### src/rtl/pwbs_pkg.sv
`default_nettype none

package pwbs_pkg;

    localparam int DATA_BITS = 8;
    localparam int BYTE_W    = 8;
    localparam int TICK_W    = 8;
    localparam int BIT_IDX_W = $clog2(DATA_BITS + 1);
    localparam int IDX_EXT_W = (BIT_IDX_W > 4) ? BIT_IDX_W : 4;
    localparam int CFG_IDX_W = 1;
    localparam int CFG_DATA_W = 8;

    localparam logic [CFG_IDX_W-1:0] CFG_HEAD_TICKS = 1'b0;
    localparam logic [CFG_IDX_W-1:0] CFG_BIT_TICKS  = 1'b1;

    localparam logic [TICK_W-1:0] HEAD_TICKS_RST = 8'd25;
    localparam logic [TICK_W-1:0] BIT_TICKS_RST  = 8'd2;

    typedef enum logic [4:0] {
        PH_HEAD = 5'b00001,
        PH_SURE = 5'b00010,
        PH_ONE  = 5'b00100,
        PH_ZERO = 5'b01000,
        PH_END  = 5'b10000
    } t_phase;

    typedef struct packed {
        logic              func;
        logic [BYTE_W-1:0] data_byte;
    } t_in_req;

    typedef struct packed {
        logic line_level;
        logic busy_res;
        logic frame_done;
    } t_out_res;

    typedef struct packed {
        logic [TICK_W-1:0] head_ticks;
        logic [TICK_W-1:0] bit_ticks;
    } t_cfg;

endpackage

`default_nettype wire

### src/rtl/pulse_width_byte_sender_core.sv
// channel   | valid   | stall   | payload
// ----------+---------+---------+-----------------------------------
// request   | i_valid | o_stall | i_req  (func, data_byte)
// result    | o_valid | i_stall | o_res  (line_level, busy_res, frame_done)
// config    | i_cfg_we| -       | i_cfg_idx, i_cfg_wdata
//
// One request per clock while i_stall is low; path: input register, then result register.
// Each request makes exactly one result; state updates when the request enters the result register.
// i_rst_n is synchronous, active low; line idles high, config returns to 25 / 2.
// A stalled result holds; o_stall rises only while the input register is full and cannot drain.
`default_nettype none

module pulse_width_byte_sender_core (
    input  wire logic                               i_clk,
    input  wire logic                               i_rst_n,
    input  wire logic                               i_valid,
    input  wire pwbs_pkg::t_in_req                  i_req,
    output logic                                    o_stall,
    output logic                                    o_valid,
    output pwbs_pkg::t_out_res                      o_res,
    input  wire logic                               i_stall,
    input  wire logic                               i_cfg_we,
    input  wire logic [pwbs_pkg::CFG_IDX_W-1:0]     i_cfg_idx,
    input  wire logic [pwbs_pkg::CFG_DATA_W-1:0]    i_cfg_wdata
);
    import pwbs_pkg::*;

    t_cfg      r_cfg;
    logic      r_s1_valid, n_s1_valid;
    t_in_req   r_s1_req;
    logic      r_o_valid,  n_o_valid;
    t_out_res  r_res;
    t_out_res  step_res;
    logic      out_free;
    logic      s1_move;
    logic      in_take;

    assign out_free = !r_o_valid || !i_stall;
    assign s1_move  = r_s1_valid && out_free;
    assign o_stall  = r_s1_valid && !out_free;
    assign in_take  = i_valid && !o_stall;

    assign n_s1_valid = in_take ? 1'b1 : (out_free ? 1'b0 : r_s1_valid);
    assign n_o_valid  = out_free ? r_s1_valid : 1'b1;

    always_ff @(posedge i_clk) begin
        if (!i_rst_n) begin
            r_cfg.head_ticks <= HEAD_TICKS_RST;
            r_cfg.bit_ticks  <= BIT_TICKS_RST;
        end else if (i_cfg_we) begin
            case (i_cfg_idx)
                CFG_HEAD_TICKS: r_cfg.head_ticks <= TICK_W'(i_cfg_wdata);
                CFG_BIT_TICKS:  r_cfg.bit_ticks  <= TICK_W'(i_cfg_wdata);
                default: begin
                end
            endcase
        end
    end

    always_ff @(posedge i_clk) begin
        if (!i_rst_n) begin
            r_s1_valid <= 1'b0;
            r_o_valid  <= 1'b0;
        end else begin
            r_s1_valid <= n_s1_valid;
            r_o_valid  <= n_o_valid;
        end
    end

    always_ff @(posedge i_clk) begin
        if (in_take) begin
            r_s1_req <= i_req;
        end
        if (s1_move) begin
            r_res <= step_res;
        end
    end

    pwbs_engine u_engine (
        .i_clk   (i_clk),
        .i_rst_n (i_rst_n),
        .i_en    (s1_move),
        .i_req   (r_s1_req),
        .i_cfg   (r_cfg),
        .o_res   (step_res)
    );

    assign o_valid = r_o_valid;
    assign o_res   = r_res;

`ifndef SYNTHESIS
    a_done_idle: assert property (@(posedge i_clk) disable iff (!i_rst_n)
        o_valid && o_res.frame_done |-> o_res.line_level && !o_res.busy_res)
        else $error("done result not idle high");
    a_start_busy: assert property (@(posedge i_clk) disable iff (!i_rst_n)
        s1_move && r_s1_req.func |=> o_valid && o_res.busy_res && !o_res.frame_done)
        else $error("start request did not report busy");
    a_stall_full: assert property (@(posedge i_clk) disable iff (!i_rst_n)
        o_stall |-> r_s1_valid && r_o_valid && i_stall)
        else $error("stall without full stages");
`endif

endmodule

`default_nettype wire

### src/rtl/pwbs_engine.sv
`default_nettype none

module pwbs_engine (
    input  wire logic              i_clk,
    input  wire logic              i_rst_n,
    input  wire logic              i_en,
    input  wire pwbs_pkg::t_in_req i_req,
    input  wire pwbs_pkg::t_cfg    i_cfg,
    output pwbs_pkg::t_out_res     o_res
);
    import pwbs_pkg::*;

    t_phase                 r_phase,      n_phase;
    logic [TICK_W-1:0]      r_tick_count, n_tick_count;
    logic [BIT_IDX_W-1:0]   r_bit_index,  n_bit_index;
    logic [BYTE_W-1:0]      r_frame_byte, n_frame_byte;
    logic                   r_wire_level, n_wire_level;
    logic                   done;
    logic [IDX_EXT_W-1:0]   idx_ext;
    logic                   cur_bit;
    logic [TICK_W-1:0]      tick_inc;
    logic [BIT_IDX_W-1:0]   bit_inc;

    assign idx_ext  = IDX_EXT_W'(r_bit_index);
    assign cur_bit  = (idx_ext < IDX_EXT_W'(BYTE_W)) ? r_frame_byte[idx_ext[2:0]] : 1'b0;
    assign tick_inc = r_tick_count + TICK_W'(1);
    assign bit_inc  = r_bit_index + BIT_IDX_W'(1);

    always_comb begin
        n_phase      = r_phase;
        n_tick_count = r_tick_count;
        n_bit_index  = r_bit_index;
        n_frame_byte = r_frame_byte;
        n_wire_level = r_wire_level;
        done         = 1'b0;
        if (i_req.func) begin
            n_phase      = PH_HEAD;
            n_tick_count = '0;
            n_bit_index  = '0;
            n_frame_byte = i_req.data_byte;
        end else begin
            case (r_phase)
                PH_HEAD: begin
                    n_wire_level = 1'b0;
                    if (r_tick_count >= i_cfg.head_ticks) begin
                        n_tick_count = TICK_W'(1);
                        n_bit_index  = '0;
                        n_phase      = PH_SURE;
                    end else begin
                        n_tick_count = tick_inc;
                    end
                end
                PH_SURE: begin
                    n_tick_count = '0;
                    n_wire_level = 1'b1;
                    if (r_bit_index >= BIT_IDX_W'(DATA_BITS)) begin
                        n_bit_index = '0;
                        n_phase     = PH_END;
                        done        = 1'b1;
                    end else begin
                        n_phase = cur_bit ? PH_ONE : PH_ZERO;
                    end
                end
                PH_ONE: begin
                    if (r_tick_count >= i_cfg.bit_ticks) begin
                        n_wire_level = 1'b0;
                        n_phase      = PH_SURE;
                        n_tick_count = TICK_W'(1);
                        n_bit_index  = bit_inc;
                    end else begin
                        n_wire_level = 1'b1;
                        n_tick_count = tick_inc;
                    end
                end
                PH_ZERO: begin
                    if (r_tick_count >= i_cfg.bit_ticks) begin
                        n_phase      = PH_SURE;
                        n_tick_count = TICK_W'(1);
                        n_bit_index  = bit_inc;
                    end else begin
                        n_wire_level = 1'b0;
                        n_tick_count = tick_inc;
                    end
                end
                default: begin
                    n_phase = PH_END;
                end
            endcase
        end
    end

    always_ff @(posedge i_clk) begin
        if (!i_rst_n) begin
            r_phase      <= PH_END;
            r_tick_count <= '0;
            r_bit_index  <= '0;
            r_frame_byte <= '0;
            r_wire_level <= 1'b1;
        end else if (i_en) begin
            r_phase      <= n_phase;
            r_tick_count <= n_tick_count;
            r_bit_index  <= n_bit_index;
            r_frame_byte <= n_frame_byte;
            r_wire_level <= n_wire_level;
        end
    end

    assign o_res.line_level = n_wire_level;
    assign o_res.busy_res   = (n_phase != PH_END);
    assign o_res.frame_done = done;

`ifndef SYNTHESIS
    a_idx_bound: assert property (@(posedge i_clk) disable iff (!i_rst_n)
        r_bit_index <= BIT_IDX_W'(DATA_BITS))
        else $error("bit index past frame length");
    a_done_end: assert property (@(posedge i_clk) disable iff (!i_rst_n)
        i_en && done |=> r_phase == PH_END && r_wire_level)
        else $error("frame end did not idle high");
    a_head_low: assert property (@(posedge i_clk) disable iff (!i_rst_n)
        i_en && !i_req.func && r_phase == PH_HEAD |=> !r_wire_level)
        else $error("line not low in head");
`endif

endmodule

`default_nettype wire

### config.mk
export PLATFORM = sky130hd
export DESIGN_NAME = pulse_width_byte_sender_core
export DESIGN_NICKNAME = d
export VERILOG_FILES = /design/src/rtl/pwbs_pkg.sv /design/src/rtl/pulse_width_byte_sender_core.sv /design/src/rtl/pwbs_engine.sv
export SDC_FILE = /design/constraint.sdc
export NUM_CORES = 1
export LEC_CHECK = 0
export BUFFER_PORTS_ARGS = -buffer_cell sky130_fd_sc_hd__clkbuf_2
export CAP_MARGIN = 25
export CORE_MARGIN = 2
export CORE_UTILIZATION = 45
export CTS_CLUSTER_SIZE = 16
export DETAILED_ROUTE_END_ITERATION = 12
export PLACE_DENSITY = 0.63
export RECOVER_POWER = 25
export SYNTH_ARGS = -nofsm -noshare
export SYNTH_HDL_FRONTEND = slang
export SYNTH_SLANG_ARGS = --single-unit
### constraint.sdc
create_clock -name i_clk -period 5.5 [get_ports i_clk]
set_clock_uncertainty 0.15 [all_clocks]
set_input_delay 1.1 -clock i_clk [delete_from_list [all_inputs] [get_ports i_clk]]
set_output_delay 1.1 -clock i_clk [all_outputs]
set_load 0.02 [all_outputs]
# == Word level (Yosys, flattened, before mapping) ==
# Index checks and enable logic that the tools add are counted.
# word_totals
ff_bits,56
input_bits,23
output_inout_bits,5
word_cells,74
# classes
add_sub_neg,2
n_lt_le_gt_ge,5
eq_ne,8
muxes,26
n_bitwise,2
n_reduce_logical,17
# ops
op,count
$mux 8,3
$pmux 8 s3,1
$mux 4,5
$mux 5,4
$ge 8x8->1,2
$pmux 5 s3,1
$pmux 4 s3,1
$mux 1,9
$add 8x1->8 const B,1
$reduce_and 2->1,4
$ne 3x2->1 const B,2
$eq 5x1->1 const B,1
$eq 5x2->1 const B,1
$eq 5x3->1 const B,1
$eq 5x4->1 const B,1
$ne 5x5->1 const B,1
$reduce_and 5->1,1
$add 4x1->4 const B,1
$ge 4x4->1 const B,1
$logic_not 1->1,4
$lt 3x4->1 const B,1
$lt 4x4->1 const B,1
$pmux 1 s4,1
$reduce_bool 4->1,1
other kinds (7),11

# == Logic depth before layout (Yosys ltp) ==
# depth
ltp_word,8
mapped_depth,9
depth_no_buf,8

# == Cells and area by module ==
# Synthesis repeated with hierarchy kept, for this count alone.
# hier_totals
hier_cells,310
area_unflattened_um2,2892.8
# by_module_without_submodules
mod,instances,cells_each,area_per_inst_um2,seq_area_each_um2
pwbs_engine,1,222,1821.7,520.5
pulse_width_byte_sender_core,1,88,1071.0,720.7

# == Worst setup path before layout ==
# Ideal clock, no wire load.
# synth_path
path_kind,in2out
from,in i_stall
to,out o_stall
arrival_time_ns,1.380
required_ns,4.250
slack_ns,2.870
path_stages,1
path_buffers,0
path_cell_list,and3_1
# synth_via
elab_chain_cells,4
# synth_rtl
element,line_no,text
from (decl),pulse_width_byte_sender_core.sv:21,"input wire logic i_stall,"
$logic_not 1->1,pulse_width_byte_sender_core.sv:38,assign out_free = !r_o_valid || !i_stall;
$logic_or 1x1->1,pulse_width_byte_sender_core.sv:38,
$logic_not 1->1,pulse_width_byte_sender_core.sv:40,assign o_stall = r_s1_valid && !out_free;
$logic_and 1x1->1,pulse_width_byte_sender_core.sv:40,
to (decl),pulse_width_byte_sender_core.sv:18,"output logic o_stall,"
# Every way passes these cells.

==> summary.txt <==
Timing
  – Least-Margin Pin Slew: 1.48 ns
  – Setup TNS: 0 ns
  – Max-slew violation count: 0
  – Final count of hold timing violations: 0
  – Fmax: 320 MHz
  – Post-route clock period utilization: 0.568
  – Slew margin rel.: 0.0122
  – RSZ-0062 raised after global routing: no
  – Setup-failing EPs final: 0
  – Post-route minimum period: 3.13 ns

Route
  – Antenna Nets Post-Route: 0
  – Routed WL: 5750 µm
  – Routed vias: 2297
  – DRT iter0 DRCs: 122
  – Metal2 WL: 2500 µm
  – Via-per-instance ratio: 5.40
  – WL met3: 234 µm
  – Per-cell routed wire length: 13.5 µm
  – Uppermost layer routed: met4
  – Pre-antenna DRT Iters: 4
  – DRC: 0
  – Wire length on met1: 2950 µm

Worst setup path
  – Crit path arrival time: 3.23 ns
  – CP Launch Type: input pin
  – Critical path's slowest cell: clkbuf_1
  – Max stage delay on crit path: 1.05 ns
  – Worst endpoint required time: 5.61 ns
  – Crit Path Category: input pin to register
  – CP Max Fanout: 38
  – Crit-path cells: clkbuf_1 -> nand3b_1 -> nor4_1 -> nand2_1 -> o22ai_1
  – R2R Setup Slk: 2.82 ns
  – Crit. End Element: register

Floorplan
  – Die Width: 84.5 µm
  – I/O Pins: 28
  – Die H: 84.5 µm
  – Initial Util: 0.461
  – Core Area: 6310 µm²
  – Area of the die: 7130 µm²
  – Num rows: 29

Cells and area
  – Post-route insts no fill: 425
  – Fillcell total: 626
  – Layout cells sized above 1: 0.126
  – Core Util, Final: 0.502
  – Commonest non-fill, non-tap cell in the layout: nand2_1
  – Number of nets in the layout: 389
  – Ant diodes: 0
  – Most frequent cells in the layout: nand2_1 (68), dfxtp_1 (44), clkbuf_2 (26)
  – Layout Area Growth over Synthesis: 8.72%

Synth
  – Top_reg_cell synth: dfxtp_1
  – FF+latch count, synth: 56
  – Cells after synthesis: 327
  – Syn nets: 369
  – Asr flop ratio synth: 0
  – Mux cell area share after synthesis: 0.0258
  – Synth Area in Compound Gates: 0.161
  – EDFF count, synth: 12
  – Synthesized area: 2910 µm²
  – Synth Area in Adders: 0.0816
  – XOR/XNOR Fraction of Synth Area: 0.0120
  – Simple-gate portion of the synthesized area: 0.241
  – Syn avg cell area: 8.91 µm²
  – Ys Warns: 0
  – Post-synthesis sequential area ratio: 0.426
  – Largest family of logic cells by synthesized area: simple AND/OR/NAND/NOR gates
  – Synth cell types: 50

Clocking
  – Post-CTS sizing: 0
  – TritonCTS clock tree: yes
  – Clock Latency Late Sink: 0.32 ns
  – Clock root cell: clkbuf_8
  – CTS Hold Bufs: 0
  – CTS max path bufs: 2
  – Post-CTS Setup Bufs: 0
  – Sink Count: 56
  – Num CTS Buffers: 5
  – # H-tree levels: 2
  – Reg clk slew, reported paths: 0.11 ns

Power and ir drop
  – Switch share: 0.258
  – Logic pwr share: 0.086
  – Leak: 1.26 nW
  – Sequential share of power: 0.594
  – Sw power: 0.192 mW
  – Internal Pwr Total: 0.553 mW
  – Total Power: 0.746 mW
  – Clock Power Share: 0.319
  – Peak supply drop: 0.204 mV
  – Pwr dens: 235 nW/µm²

Placement
  – Dpl cells: 417
  – DPL Wire Length: 4250 µm
  – PortBufs: 27
  – Gp weighted congestion: 0.900

Hold path
  – Hold crit path type: register to register

Flow run
  – Max Cap Viol: 0

Global route
  – Global route overflow: 0
  – Total global-route track usage: 0.169
  – Largest net degree at the start of global routing: 39
  – Number of global-route vias before repair: 2050
  – First-pass GRT wire length: 9890 µm
  – Initial antenna violation count: 0

Status
  – Outcome: complete, no violations
[cell families after synthesis]
kind of cell	after synthesis
compound gates	61
fa+ha+maj	19
xor+xnor	4
mux	5
flops	56
buf+inv	36
simple gates	146
[Yosys cell counts, types with 4 or more instances]
library cell / count / share of area
nor2_1: 17 / 0.022
clkbuf_1: 9 / 0.012
nand3_1: 16 / 0.027
dfxtp_1: 44 / 0.30
edfxtp_1: 12 / 0.12
o221ai_1: 4 / 0.012
and2_1: 4 / 0.0086
nand2_1: 68 / 0.088
o21a_1: 4 / 0.010
inv_1: 22 / 0.028
ha_1: 19 / 0.082
nor3_1: 11 / 0.019
o21ai_0: 9 / 0.015
a21boi_0: 20 / 0.052
xnor2_1: 4 / 0.012
nor2b_1: 7 / 0.015
nor4_1: 5 / 0.011
nand2b_1: 5 / 0.011
[sequential cells by signal, indices dropped and copies added (netlist names)]
signal                 flops
r_s1_req                   9
u_engine.r_phase           5
u_engine.r_wire_level      1
u_engine.r_tick_count      8
r_s1_valid                 1
u_engine.idx_ext           4
o_res                      3
o_valid                    1
u_engine.r_frame_byte      8
r_cfg                     16
[layer usage]
metal	track usage	up-vias
met3	0.0315	7
li1	-	1182
met2	0.255	50
met1	0.249	1058
met5	0	-
met4	0.0476	0
[power by group through the flow]
stage                     Clock, mW  Combinational, mW  Sequential (mW)
final                         0.238             0.0644            0.443
after global routing          0.263             0.0740            0.445
after CTS                     0.250             0.0649            0.443
after detailed placement          0             0.0645            0.453
after global placement            0             0.0636            0.452
after floorplan                   0             0.0459            0.450
[path summary, 6_finish.rpt]
| path | start | endpoint | cells past startpoint |
|---|---|---|---|
| worst min register to register | r_cfg[15] | r_cfg[15] | 2 |
| worst min-delay path | r_cfg[15] | r_cfg[15] | 2 |
| worst max-delay path | i_rst_n | u_engine.idx_ext[2] | 5 |
| worst max register to register | u_engine.r_tick_count[0] | u_engine.r_tick_count[0] | 8 |
[final cells by class]
cell class              count  area [µm²]  share of cell area
well taps                  77        96.3              0.0304
clock inverters             3        26.3             0.00830
multi-input cells         235        1520               0.479
inverters                  22        82.6              0.0261
flip-flops and latches     56        1240               0.392
clock buffers               5        68.8              0.0217
repair buffers             27         134              0.0423
[worst max-delay path: cells and delay by family]
kind | cells | cell delay (ns)
AO/OA/AOI/OAI | 1 | 0.13
buffers and inverters | 1 | 1.05
AND/OR/NAND/NOR | 3 | 0.94
[stage by stage]
step	setup WS, ns	hold WS, ns	area, µm²
finish	2.37	0.325	3170
CTS	2.68	0.329	3170
detailed placement	2.33	0.313	3070
floorplan	2.87	0.290	2910
global route	2.11	0.344	3170
global placement	2.42	0.303	3070
No activity file was read; power rests on OpenSTA's default activity.
